[src/bwlf_pkg.sv]
// shared types and constants of the butterworth low-pass filter unit
// no dependencies
package bwlf_pkg;

    localparam int SAMPLE_W = 16;
    localparam int DT_W     = 20;
    localparam int CUT_W    = 24;
    localparam int ORD_W    = 2;
    localparam int CFG_W    = 24;
    localparam int CFG_IDX_W = 2;
    localparam int HIST_W   = 32;
    localparam int COEF_W   = 32;
    localparam int ALPHA_W  = 31;
    localparam int WIDE_W   = 63;
    localparam int ACC_W    = 68;
    localparam int DIV_STEPS = 32;
    localparam int DIV_CNT_W = 6;

    // 2*pi scaled for the alpha product, and 2*sqrt(2) in q2.30
    localparam logic [31:0] ALPHA_K      = 32'd1768559438;
    localparam logic [31:0] TWO_SQRT2_Q30 = 32'd3037000500;

    localparam logic [CFG_IDX_W-1:0] CFG_ORDER    = 2'd0;
    localparam logic [CFG_IDX_W-1:0] CFG_ADAPTIVE = 2'd1;
    localparam logic [CFG_IDX_W-1:0] CFG_CUTOFF   = 2'd2;
    localparam logic [CFG_IDX_W-1:0] CFG_PERIOD   = 2'd3;

    localparam logic [ORD_W-1:0] ORDER_ONE = 2'd1;

    typedef enum logic [3:0] {
        ST_IDLE,
        ST_PD,
        ST_KLO,
        ST_KHI,
        ST_ALPHA,
        ST_SQ,
        ST_S,
        ST_DEN,
        ST_DIV_GO,
        ST_DIV_RUN,
        ST_MAC,
        ST_FIN
    } t_state;

endpackage

[src/bwlf_div.sv]
// restoring divider, one quotient bit per cycle: round(mag * 2^30 / den)
// depends on bwlf_pkg
module bwlf_div (
    input  logic                             i_clk,
    input  logic                             i_rst_n,
    input  logic                             i_start,
    input  logic [bwlf_pkg::WIDE_W-1:0]      i_mag,
    input  logic [bwlf_pkg::WIDE_W-1:0]      i_den,
    output logic                             o_done,
    output logic [bwlf_pkg::COEF_W-1:0]      o_quot
);
    logic                            r_busy;
    logic [bwlf_pkg::DIV_CNT_W-1:0]  r_cnt;
    logic [bwlf_pkg::WIDE_W-1:0]     r_rem;
    logic [bwlf_pkg::WIDE_W-1:0]     r_den;
    logic [31:0]                     r_nlo;
    logic [bwlf_pkg::COEF_W-1:0]     r_quot;
    logic [93:0]                     num;
    logic [63:0]                     trial;
    logic                            qbit;

    // numerator with half the divisor added for round to nearest
    assign num   = {1'b0, i_mag, 30'b0} + {32'b0, i_den[bwlf_pkg::WIDE_W-1:1]};
    assign trial = {r_rem, r_nlo[31]};
    assign qbit  = (trial >= {1'b0, r_den});

    always_ff @(posedge i_clk) begin
        if (!i_rst_n) begin
            r_busy <= 1'b0;
            r_cnt  <= '0;
        end else if (i_start) begin
            r_busy <= 1'b1;
            r_cnt  <= bwlf_pkg::DIV_CNT_W'(bwlf_pkg::DIV_STEPS);
        end else if (r_busy) begin
            if (r_cnt == '0) begin
                r_busy <= 1'b0;
            end else begin
                r_cnt <= r_cnt - 1'b1;
            end
        end
    end

    always_ff @(posedge i_clk) begin
        if (i_start) begin
            r_rem  <= {1'b0, num[93:32]};
            r_nlo  <= num[31:0];
            r_den  <= i_den;
            r_quot <= '0;
        end else if (r_busy && r_cnt != '0) begin
            r_rem  <= qbit ? bwlf_pkg::WIDE_W'(trial - {1'b0, r_den})
                           : trial[bwlf_pkg::WIDE_W-1:0];
            r_nlo  <= {r_nlo[30:0], 1'b0};
            r_quot <= {r_quot[bwlf_pkg::COEF_W-2:0], qbit};
        end
    end

    assign o_done = r_busy && (r_cnt == '0);
    assign o_quot = r_quot;
endmodule

[config.mk]
export PLATFORM = sky130hd
export DESIGN_NAME = bwlf_div
export DESIGN_NICKNAME = d
export VERILOG_FILES = /design/src/bwlf_pkg.sv /design/src/bwlf_div.sv
export SDC_FILE = /design/constraint.sdc
export NUM_CORES = 1
export LEC_CHECK = 0
export ABC_AREA = 1
export BUFFER_PORTS_ARGS = -buffer_cell sky130_fd_sc_hd__buf_4
export CAP_MARGIN = 15
export CORE_AREA = 5 5 246 176
export CTS_BUF_LIST = sky130_fd_sc_hd__clkbuf_8
export CTS_CLUSTER_SIZE = 30
export DETAILED_ROUTE_END_ITERATION = 8
export DIE_AREA = 0 0 251 181
export HOLD_SLACK_MARGIN = 0.02
export SYNTH_ARGS = -nofsm -noshare
export SYNTH_HDL_FRONTEND = slang
export SYNTH_SLANG_ARGS = --single-unit
[constraint.sdc]
create_clock -name i_clk -period 5.15 [get_ports i_clk]
set_clock_uncertainty 0.05 [all_clocks]
set_input_delay 0.515 -clock i_clk [delete_from_list [all_inputs] [get_ports i_clk]]
set_output_delay 0.515 -clock i_clk [all_outputs]
set_load 0.05 [all_outputs]
==> impl_metrics.py, run 1 <==
metrics = {
    "outcome": {
        "status": "finished clean",
    },
    "sta": {
        "slew_headroom_pct": 36.05,
        "rsz0062_at_grt": "no",
        "maxSlewViolCount": 0,
        "fmax_mhz": 259.6,
        "tightestPinTransition_ps": 959.2,
        "setup_viol": 0,
        "period_share_pct": 74.79,
        "tns_ps": 0,
        "fin_crit_ps": 3852,
        "fin_hold_ws_ps": 82.62,
        "fin_ws_ps": 1298,
        "hold_viol_final": 0,
    },
    "detailed_routing": {
        "drt-pass1-iter-count": 6,
        "num_vias": 19120,
        "wl_per_cell_um": 19.84,
        "wl_um": 71900,
        "drtAntennaViolNets": 0,
        "via_per_inst": 5.275,
        "drc": 0,
        "drt_iter0_drc": 2097,
    },
    "setup_path": {
        "end_kind": "flop",
        "startpoint_type": "flop",
        "crit_chain": "ha_1 -> nand2_1 -> nor2_2 -> nand2_1 -> nor2_1 -> nand4_1 -> nand3_2 -> nand2_4 -> nand2_8 -> nand2_1 -> nand3_1 -> nand2_1",
        "reg2reg_slack_ps": 1300,
        "cpMostUsedCell": "nand2_1",
        "arrival_ps": 4080,
        "cpPeakStageDelay_ps": 520,
        "timing.rr.start": "r_rem[15]",
        "ff2ff_path_depth": 12,
        "cpMaxStageDelayCell": "nand2_8",
        "crit_fanout": 64,
        "critPathKind": "flop to flop",
        "worstPathRequired_ps": 5380,
        "r2r-end": "r_rem[30]",
    },
    "cts": {
        "ctsHoldBuffers": 0,
        "h-tree-depth": 4,
        "cts_buffers": 17,
        "root_buffer": "clkbuf_8",
        "clock_path_buffers": 2,
        "clk_latency_ps": 560,
        "clk_pin_slew_ps": 140,
        "cts.sinks": 197,
        "ctsResizeCount": 0,
        "cts_tree": "yes",
        "postCtsSetupRepairBufs": 0,
    },
    "layout": {
        "post_layout_nonfiller_instances": 3624,
        "area_delta_synth_final_pct": 11.89,
        "final_nets": 3295,
        "fillers": 4264,
        "drive_gt1_share_pct": 7.792,
        "n_antenna_cell": 0,
    },
    "synth": {
        "synthFlopType": "edfxtp_1",
        "ys_ff_latch": 197,
        "yosysMostFrequentCell": "nand2_1",
        "yosysTopAreaCell": "edfxtp_1",
        "netlist_top_cells_count": "nand2_1, inv_1, nand3_1",
        "synth_area_per_cell_um2": 6.165,
        "synth_fp_nets": 3152,
        "netlist_top_cells_area": "edfxtp_1, nand2_1, inv_1",
        "synth-edff-count": 157,
        "synth-seq-area-share_pct": 30.59,
        "synth_top_area_share_pct": 26.15,
        "ys_types": 45,
        "syn-cell-area_mm2": 0.01803,
        "yosysWarnings": 0,
        "syn_inst": 2924,
        "synth-async-reset-ratio_pct": 0,
    },
    "power_and_ir_drop": {
        "p_comb_share_pct": 51.6,
        "power.density_mw_per_mm2": 323.6,
        "total_leakage_power_uw": 0.01097,
        "p_sw_uw": 3115,
        "seqPwrFrac_pct": 31.4,
        "internal_power_uw": 3412,
        "vdd_drop_max_mv": 0.2061,
        "pwr-share-clk_pct": 17.0,
        "swShare_pct": 47.72,
        "power_uw": 6526,
    },
    "floorplanning": {
        "fp.dieH_um": 181,
        "std_cell_rows": 62,
        "die_w_um": 251,
        "initial_utilization_pct": 44.43,
        "core_mm2": 0.04057,
        "io_pins": 162,
        "dieArea_mm2": 0.04543,
    },
    "hold_path": {
        "whs_endpoint": "r_den[24]",
        "hold_depth": 1,
        "holdCritStartpoint": "i_den[24]",
        "min_path_type": "input pin to flop",
    },
    "global_routing": {
        "antenna_found_initial": 0,
        "grt_max_degree": 76,
        "grt_pass1_vias": 17670,
        "overflow": 0,
        "grt_first_pass_wirelength_um": 107400,
        "grt_usage_pct": 30.93,
    },
    "placed_design": {
        "portBuffers": 161,
        "place_inst": 3592,
        "dp_slack_ps": 1546,
        "place_congestion": 1.046,
        "hpwlAfterDp_um": 60170,
    },
    "flow_run": {
        "cap_violations": 0,
    },
}
## area by class of cell
type | count | area, um2 | share of cell area [%]
Clock buffer | 17 | 234.0 | 1.160
Clock inverter | 15 | 178.9 | 0.8870
Inverter | 615 | 2312 | 11.46
Multi-Input combinational cell | 2067 | 9965 | 49.40
Sequential cell | 197 | 5515 | 27.34
Tap cell | 544 | 680.7 | 3.374
Timing Repair Buffer | 169 | 1285 | 6.371
## power by group through the flow
stage,combinational (uW),sequential (uW),clock (uW)
2_1_floorplan,2230,2050,0
3_3_place_gp,3240,2070,0
3_5_place_dp,3240,2080,0
4_1_cts,3260,2050,1130
5_1_grt,3700,2070,1190
6_report,3370,2050,1110
## per-stage QoR
step	cell area (um2)	util (%)
floorplan	18030	-
global placement	19760	48.70
detailed placement	19760	48.70
CTS	20170	49.72
global route	20170	49.72
finish	20170	49.72
## worst max-delay path: cells and delay by family, from the launching register on
family                   cells  cell delay (ps)
flip-flops                   1              450
AND/OR/NAND/NOR             11             2650
adder cells (fa/ha/maj)      1              410
## layout by cell type (no fill, tap or decap), types with 3 or more instances in the layout
| cell | Yosys | final |
|---|---|---|
| xnor2_1 | 32 | 32 |
| nor3_1 | 27 | 27 |
| a21oi_1 | 100 | 100 |
| clkinv_1 | 4 | 4 |
| nand3_1 | 220 | 220 |
| clkinv_8 | 0 | 3 |
| ha_1 | 97 | 97 |
| dfxtp_1 | 40 | 40 |
| nor2_1 | 190 | 190 |
| nor2_2 | 11 | 11 |
| nand2_1 | 1152 | 1152 |
| xor2_1 | 15 | 15 |
| inv_1 | 603 | 602 |
| buf_4 | 4 | 167 |
| o21ai_0 | 61 | 61 |
| edfxtp_1 | 157 | 157 |
| nand2_2 | 7 | 7 |
| nand4_1 | 34 | 34 |
| inv_2 | 8 | 8 |
| nor4_1 | 4 | 4 |
| inv_8 | 0 | 5 |
| o22ai_1 | 30 | 30 |
| clkbuf_8 | 0 | 17 |
| nand3b_1 | 62 | 62 |
## routing by layer
layer	vias up	track usage (%)	part of all wire, %
met4	0	6.131	1.7
met1	8782	47.81	48
met2	898	42.80	39
met3	68	8.682	11
met5	-	0	0
li1	9368	-	-
## how the worst max path moves through the flow
stage / startpoint / end / slack, ps / cells past startpoint
finish: r_rem[15] / r_rem[30] / 1300 / 12
global route: r_rem[15] / r_rem[30] / 1230 / 12
CTS: r_rem[15] / r_rem[30] / 1520 / 12
detailed placement: r_rem[15] / r_rem[43] / 1550 / 12
global placement: r_rem[15] / r_rem[58] / 1500 / 12
floorplan: r_cnt[0] / r_nlo[0] / 740 / 8
## logic make-up (layout without fill, tap and decap cells)
family	after synthesis	in the layout	share of synthesized area, %
adder cells (fa/ha/maj)	99	99	6.954
AND/OR/NAND/NOR	1718	1718	39.98
XOR/XNOR	47	47	2.283
AO/OA/AOI/OAI	203	203	6.059
buffers and inverters	660	816	14.13
flip-flops	197	197	30.59
## registers in the layout, summed over array words and instances, names as in the netlist
name,flops
r_cnt,6
r_den,63
r_busy,1
o_quot,32
r_nlo,32
r_rem,63
Note: power is estimated with default switching activity, not from simulation.
==> inputs of run 2 (changes only) <==
Settings changed: ABC_AREA 1 to 0, CORE_AREA 5 5 246 176 to 5 5 218 156, DIE_AREA 0 0 251 181 to 0 0 223 161.
Clock period 5.15 ns to 4 ns, I/O delays scaled along.
==> impl_metrics.py, run 2 <==
metrics = {
    "detailed_routing": {
        "wl_per_cell_um": 19.19,
        "wl_um": 42080,
        "route.met3.wl_um": 2664,
        "top_layer": "met4",
        "num_vias": 12300,
        "drc": 0,
        "m1WireLength_um": 21000,
        "via_per_inst": 5.612,
        "drt_iter0_drc": 1052,
        "wl_met2_um": 18070,
        "drt-pass1-iter-count": 5,
        "drtAntennaViolNets": 0,
    },
    "synth": {
        "synth_xor_area_share_pct": 7.159,
        "synth_top_area_share_pct": 33.51,
        "ys_types": 77,
        "yosysTopAreaCell": "edfxtp_1",
        "synth-async-reset-ratio_pct": 0,
        "synth-seq-area-share_pct": 39.20,
        "synth_fp_nets": 1771,
        "synth-simple-area-share_pct": 14.37,
        "netlist_top_cells_area": "edfxtp_1, ha_1, a21oi_1",
        "synth_top_family_by_area": "compound AO/OA/AOI/OAI gates",
        "yosysMostFrequentCell": "a21oi_1",
        "synth-adder-area-share_pct": 8.911,
        "synth-edff-count": 157,
        "netlist_top_cells_count": "a21oi_1, nand2_1, edfxtp_1",
        "syn_inst": 1543,
        "ys_ff_latch": 197,
        "synth_compound_area_share_pct": 22.04,
        "muxShareOfSynthArea_pct": 3.664,
        "yosysWarnings": 0,
        "synth_area_per_cell_um2": 9.118,
        "synthFlopType": "edfxtp_1",
        "syn-cell-area_mm2": 0.01407,
    },
    "setup_path": {
        "cpPeakStageDelay_ps": 720,
        "timing.rr.start": "r_rem[8]",
        "setup.worst_path.start": "r_rem[8]",
        "cpMaxStageDelayCell": "a211oi_1",
        "crit_chain": "ha_1 -> nand2_1 -> o21ai_0 -> o2111ai_1 -> a211oi_1 -> o21ai_0 -> o31ai_1 -> xnor2_1 -> o21a_1 -> a21oi_1",
        "arrival_ps": 4100,
        "end_kind": "flop",
        "cpMostUsedCell": "o21ai_0",
        "critPathKind": "flop to flop",
        "crit_fanout": 5,
        "startpoint_type": "flop",
        "worstPathRequired_ps": 4200,
    },
    "floorplanning": {
        "core_mm2": 0.03179,
        "die_w_um": 223,
        "fp.dieH_um": 161,
        "io_pins": 162,
        "dieArea_mm2": 0.03590,
        "initial_utilization_pct": 44.25,
        "std_cell_rows": 55,
    },
    "cts": {
        "root_buffer": "clkbuf_8",
        "cts_buffers": 17,
        "clock_path_buffers": 2,
        "clk_latency_ps": 520,
        "h-tree-depth": 4,
        "cts.sinks": 197,
        "clk_pin_slew_ps": 110,
        "postCtsSetupRepairBufs": 0,
        "cts_tree": "yes",
    },
    "sta": {
        "slew_headroom_pct": 44.92,
        "hold_viol_final": 0,
        "fin_hold_ws_ps": 56.86,
        "tightestPinTransition_ps": 821.3,
        "period_share_pct": 97.36,
        "rsz0062_at_grt": "no",
        "maxSlewViolCount": 0,
        "fmax_mhz": 256.8,
        "fin_crit_ps": 3894,
        "setup_viol": 0,
        "tns_ps": 0,
    },
    "layout": {
        "mostFrequentLayoutCells": "a21oi_1, buf_4, nand2_1",
        "layout_commonest_cell": "a21oi_1",
        "final_nets": 1980,
        "n_antenna_cell": 0,
        "post_layout_nonfiller_instances": 2192,
        "area_delta_synth_final_pct": 20.58,
        "postLayoutCoreUtil_pct": 53.36,
        "top_regs": "r_den: 63 flops, r_rem: 63 flops",
        "drive_gt1_share_pct": 16.26,
    },
    "placed_design": {
        "place_inst": 2099,
        "place_congestion": 0.9041,
        "portBuffers": 161,
        "hpwlAfterDp_um": 32270,
    },
    "power_and_ir_drop": {
        "power.density_mw_per_mm2": 441.2,
        "total_leakage_power_uw": 0.007075,
        "vdd_drop_max_mv": 0.2466,
    },
    "global_routing": {
        "overflow": 0,
        "antenna_found_initial": 0,
        "grt_first_pass_wirelength_um": 65040,
        "grt_max_degree": 82,
        "grt_usage_pct": 22.81,
        "grt_pass1_vias": 11670,
    },
    "hold_path": {
        "holdCritStartpoint": "i_den[47]",
        "min_path_type": "input pin to flop",
    },
    "outcome": {
        "status": "finished clean",
    },
    "flow_run": {
        "cap_violations": 0,
    },
}
## run 2: logic make-up after synthesis
family	Yosys count
adders and majority gates	99
xor gates and xnor gates	115
AOI/OAI and AO/OA	483
muxes	47
DFF	197
buffers and inverters	167
and+or+nand+nor	435
## run 2: timing repair
item / 4_1_cts / 5_1_grt
hold buffers: 61 / 0
hold endpoints to repair: 61 / 0
setup endpoints to repair: 0 / 1
gates resized for setup: 0 / 1
## run 2: final cells by class
| class | instances | area [um2] |
|---|---|---|
| multi-input combinational | 1179 | 7918 |
| clock inverter | 14 | 178.9 |
| fill | 3003 | 14830 |
| inverter | 98 | 367.9 |
| timing repair buffer | 259 | 2203 |
| sequential | 197 | 5515 |
| clock buffer | 18 | 247.7 |
| tap | 427 | 534.3 |
## run 2: power breakdown
part | internal, uW | leakage [uW] | switching (uW)
Sequential | 2540 | 0.00187 | 140
Combinational | 1410 | 0.00499 | 1990
Clock | 554 | 0.000215 | 856
Total | 4500 | 0.00708 | 2980
## run 2: stage by stage
stage                     setup WS (ps)  power, uW  cell area (um2)
after floorplan                   624.7       5033            14070
after global placement            278.5       5993            15920
after detailed placement          210.9       5999            15920
after CTS                         204.1       7484            16960
after global routing             0.3388       7977            16970
final                             105.8       7485            16970
## run 2: path summary, 6_finish.rpt
path / cells after the start / endpoint / slack (ps)
worst min register to register: 2 / o_quot[31] / 420
worst max-delay path: 10 / r_rem[55] / 110
worst min-delay path: 1 / r_den[47] / 60
worst max register to register: 10 / r_rem[55] / 110
## run 2: per-layer routing
layer	vias up	global-route usage, %
li1	6060	-
met1	5870	34.88
met2	346	33.79
met3	26	4.615
met4	0	4.036
met5	-	0
## run 2: critical path, delay by kind of cell (launching register included)
family	cells	cell delay, ps
AO/OA/AOI/OAI	7	2430
flip-flops	1	430
XOR/XNOR	1	170
AND/OR/NAND/NOR	1	170
adder cells (fa/ha/maj)	1	390
==> inputs of run 3 (changes only) <==
Settings changed: CORE_AREA 5 5 218 156 to 5 5 207 149, DIE_AREA 0 0 223 161 to 0 0 212 154, PLACE_DENSITY_LB_ADDON set to 0.05.
==> impl_metrics.py, run 3 (synthesis gave the netlist of run 2 again) <==
metrics = {
    "outcome": {
        "status": "finished clean",
    },
    "setup_path": {
        "worst-path-buf-inv": 4,
        "worstPathRequired_ps": 4240,
        "cpMostUsedCell": "buf_4",
        "startpoint_type": "input pin",
        "setup.worst_path.start": "i_den[39]",
        "cpLargestDelayFamily": "compound AO/OA/AOI/OAI gates",
        "crit_fanout": 16,
        "cpPeakStageDelay_ps": 540,
        "crit_chain": "dlygate4sd3_1 -> buf_4 -> ha_1 -> and3_1 -> a221oi_1 -> o21ai_0 -> o211ai_1 -> buf_4 -> a21oi_2 -> a311o_1 -> a21oi_1 -> buf_12 -> nor3_1 -> xor2_1 -> mux2_2",
        "arrival_ps": 4080,
        "critPathKind": "input pin to flop",
        "end_kind": "flop",
        "ff2ff_path_depth": 11,
        "cpMaxStageDelayCell": "dlygate4sd3_1",
        "timing.rr.start": "r_rem[7]",
        "crit_cells": 15,
    },
    "global_routing": {
        "grt_first_pass_wirelength_um": 65920,
        "antenna_found_initial": 0,
        "grt_usage_pct": 25.74,
        "overflow": 0,
        "grt_pass1_vias": 11750,
        "grt_max_degree": 150,
    },
    "layout": {
        "mostFrequentLayoutCells": "a21oi_1, buf_4, nand2_1",
        "drive_gt1_share_pct": 16.23,
        "layout_commonest_cell": "a21oi_1",
        "top_regs": "r_den: 63 flops, r_rem: 63 flops",
        "multi_input_area_mm2": 0.007933,
        "n_antenna_cell": 0,
        "fillers": 2604,
        "final_nets": 1977,
        "area_delta_synth_final_pct": 19.99,
        "ff_latch_area_mm2": 0.005515,
    },
    "cts": {
        "cts.sinks": 197,
        "root_buffer": "clkbuf_8",
        "cts_buffers": 17,
        "clk_latency_ps": 530,
        "clock_path_buffers": 2,
        "cts_tree": "yes",
        "clk_pin_slew_ps": 120,
        "h-tree-depth": 4,
    },
    "sta": {
        "fmax_mhz": 260.5,
        "maxSlewViolCount": 0,
        "period_share_pct": 95.98,
        "setup_viol": 0,
        "fin_crit_ps": 3839,
        "hold_viol_final": 0,
        "tightestPinTransition_ps": 796.9,
        "slew_headroom_pct": 46.87,
        "fin_hold_ws_ps": 61.84,
        "rsz0062_at_grt": "no",
        "tns_ps": 0,
    },
    "power_and_ir_drop": {
        "internal_power_uw": 4420,
        "power.density_mw_per_mm2": 442.9,
        "pwr-share-clk_pct": 18.8,
        "vdd_drop_max_mv": 0.3102,
        "p_sw_uw": 3056,
        "p_comb_share_pct": 45.4,
        "seqPwrFrac_pct": 35.8,
        "total_leakage_power_uw": 0.007054,
        "swShare_pct": 40.88,
    },
    "hold_path": {
        "hold_depth": 1,
        "holdCritStartpoint": "i_den[51]",
        "min_path_type": "input pin to flop",
    },
    "detailed_routing": {
        "via_per_inst": 5.769,
        "drt-pass1-iter-count": 5,
        "drt_iter0_drc": 944,
        "drtAntennaViolNets": 0,
        "wl_per_cell_um": 19.84,
        "drc": 0,
        "wl_um": 42460,
        "num_vias": 12350,
    },
    "floorplanning": {
        "fp.dieH_um": 154,
        "initial_utilization_pct": 49.26,
        "std_cell_rows": 52,
        "io_pins": 162,
        "dieArea_mm2": 0.03265,
        "core_mm2": 0.02856,
        "die_w_um": 212,
    },
    "placed_design": {
        "place_congestion": 0.9314,
        "portBuffers": 161,
        "hpwlAfterDp_um": 32350,
    },
    "flow_run": {
        "cap_violations": 0,
    },
}
==> run 3: worst paths after layout <==
kind	slack, ps	endpoint
worst min register to register	420	o_quot[31]
worst max register to register	180	r_rem[61]
worst min-delay path	60	r_den[51]
worst max-delay path	160	r_rem[49]
==> run 3: cell type report <==
| type | instances | area share (%) |
|---|---|---|
| Timing Repair Buffer | 256 | 12.86 |
| Sequential cell | 197 | 32.67 |
| Multi-Input combinational cell | 1179 | 46.99 |
| Clock inverter | 15 | 1.119 |
| Inverter | 98 | 2.179 |
| Tap cell | 378 | 2.801 |
| Clock buffer | 17 | 1.386 |
==> run 3: timing repair <==
action	4_1_cts	5_1_grt
endpoints found under the setup margin	0	24
hold buffers	62	0
setup buffers	0	1
gates resized for setup	0	4
endpoints found under the hold margin	62	0
==> run 3: metrics by stage <==
stage	std cells	setup slack, ps	total power, uW	utilization [%]	cell area (um2)
CTS	2139	115.6	7447	59.01	16850
floorplan	1543	624.7	5033	-	14070
finish	2140	161.0	7477	59.11	16880
detailed placement	2045	85.06	5977	55.36	15810
global route	2140	25.19	7965	59.11	16880
global placement	2045	173.3	5966	55.36	15810
==> run 3: power by group through the flow <==
stage	sequential, uW	clock, uW	combinational, uW
2_1_floorplan	2670	0	2360
3_3_place_gp	2710	0	3260
3_5_place_dp	2710	0	3260
4_1_cts	2670	1440	3340
5_1_grt	2700	1520	3740
6_report	2670	1410	3400
==> run 3: metal layers <==
| layer | share of wire [%] | GRT usage, % | wire, um | up-vias |
|---|---|---|---|---|
| li1 | - | - | - | 6045 |
| met1 | 50 | 40.01 | 21220 | 5855 |
| met2 | 41 | 36.52 | 17520 | 405 |
| met3 | 7.4 | 5.458 | 3140 | 41 |
| met4 | 1.4 | 5.733 | 584 | 0 |
| met5 | 0 | 0 | 0 | - |
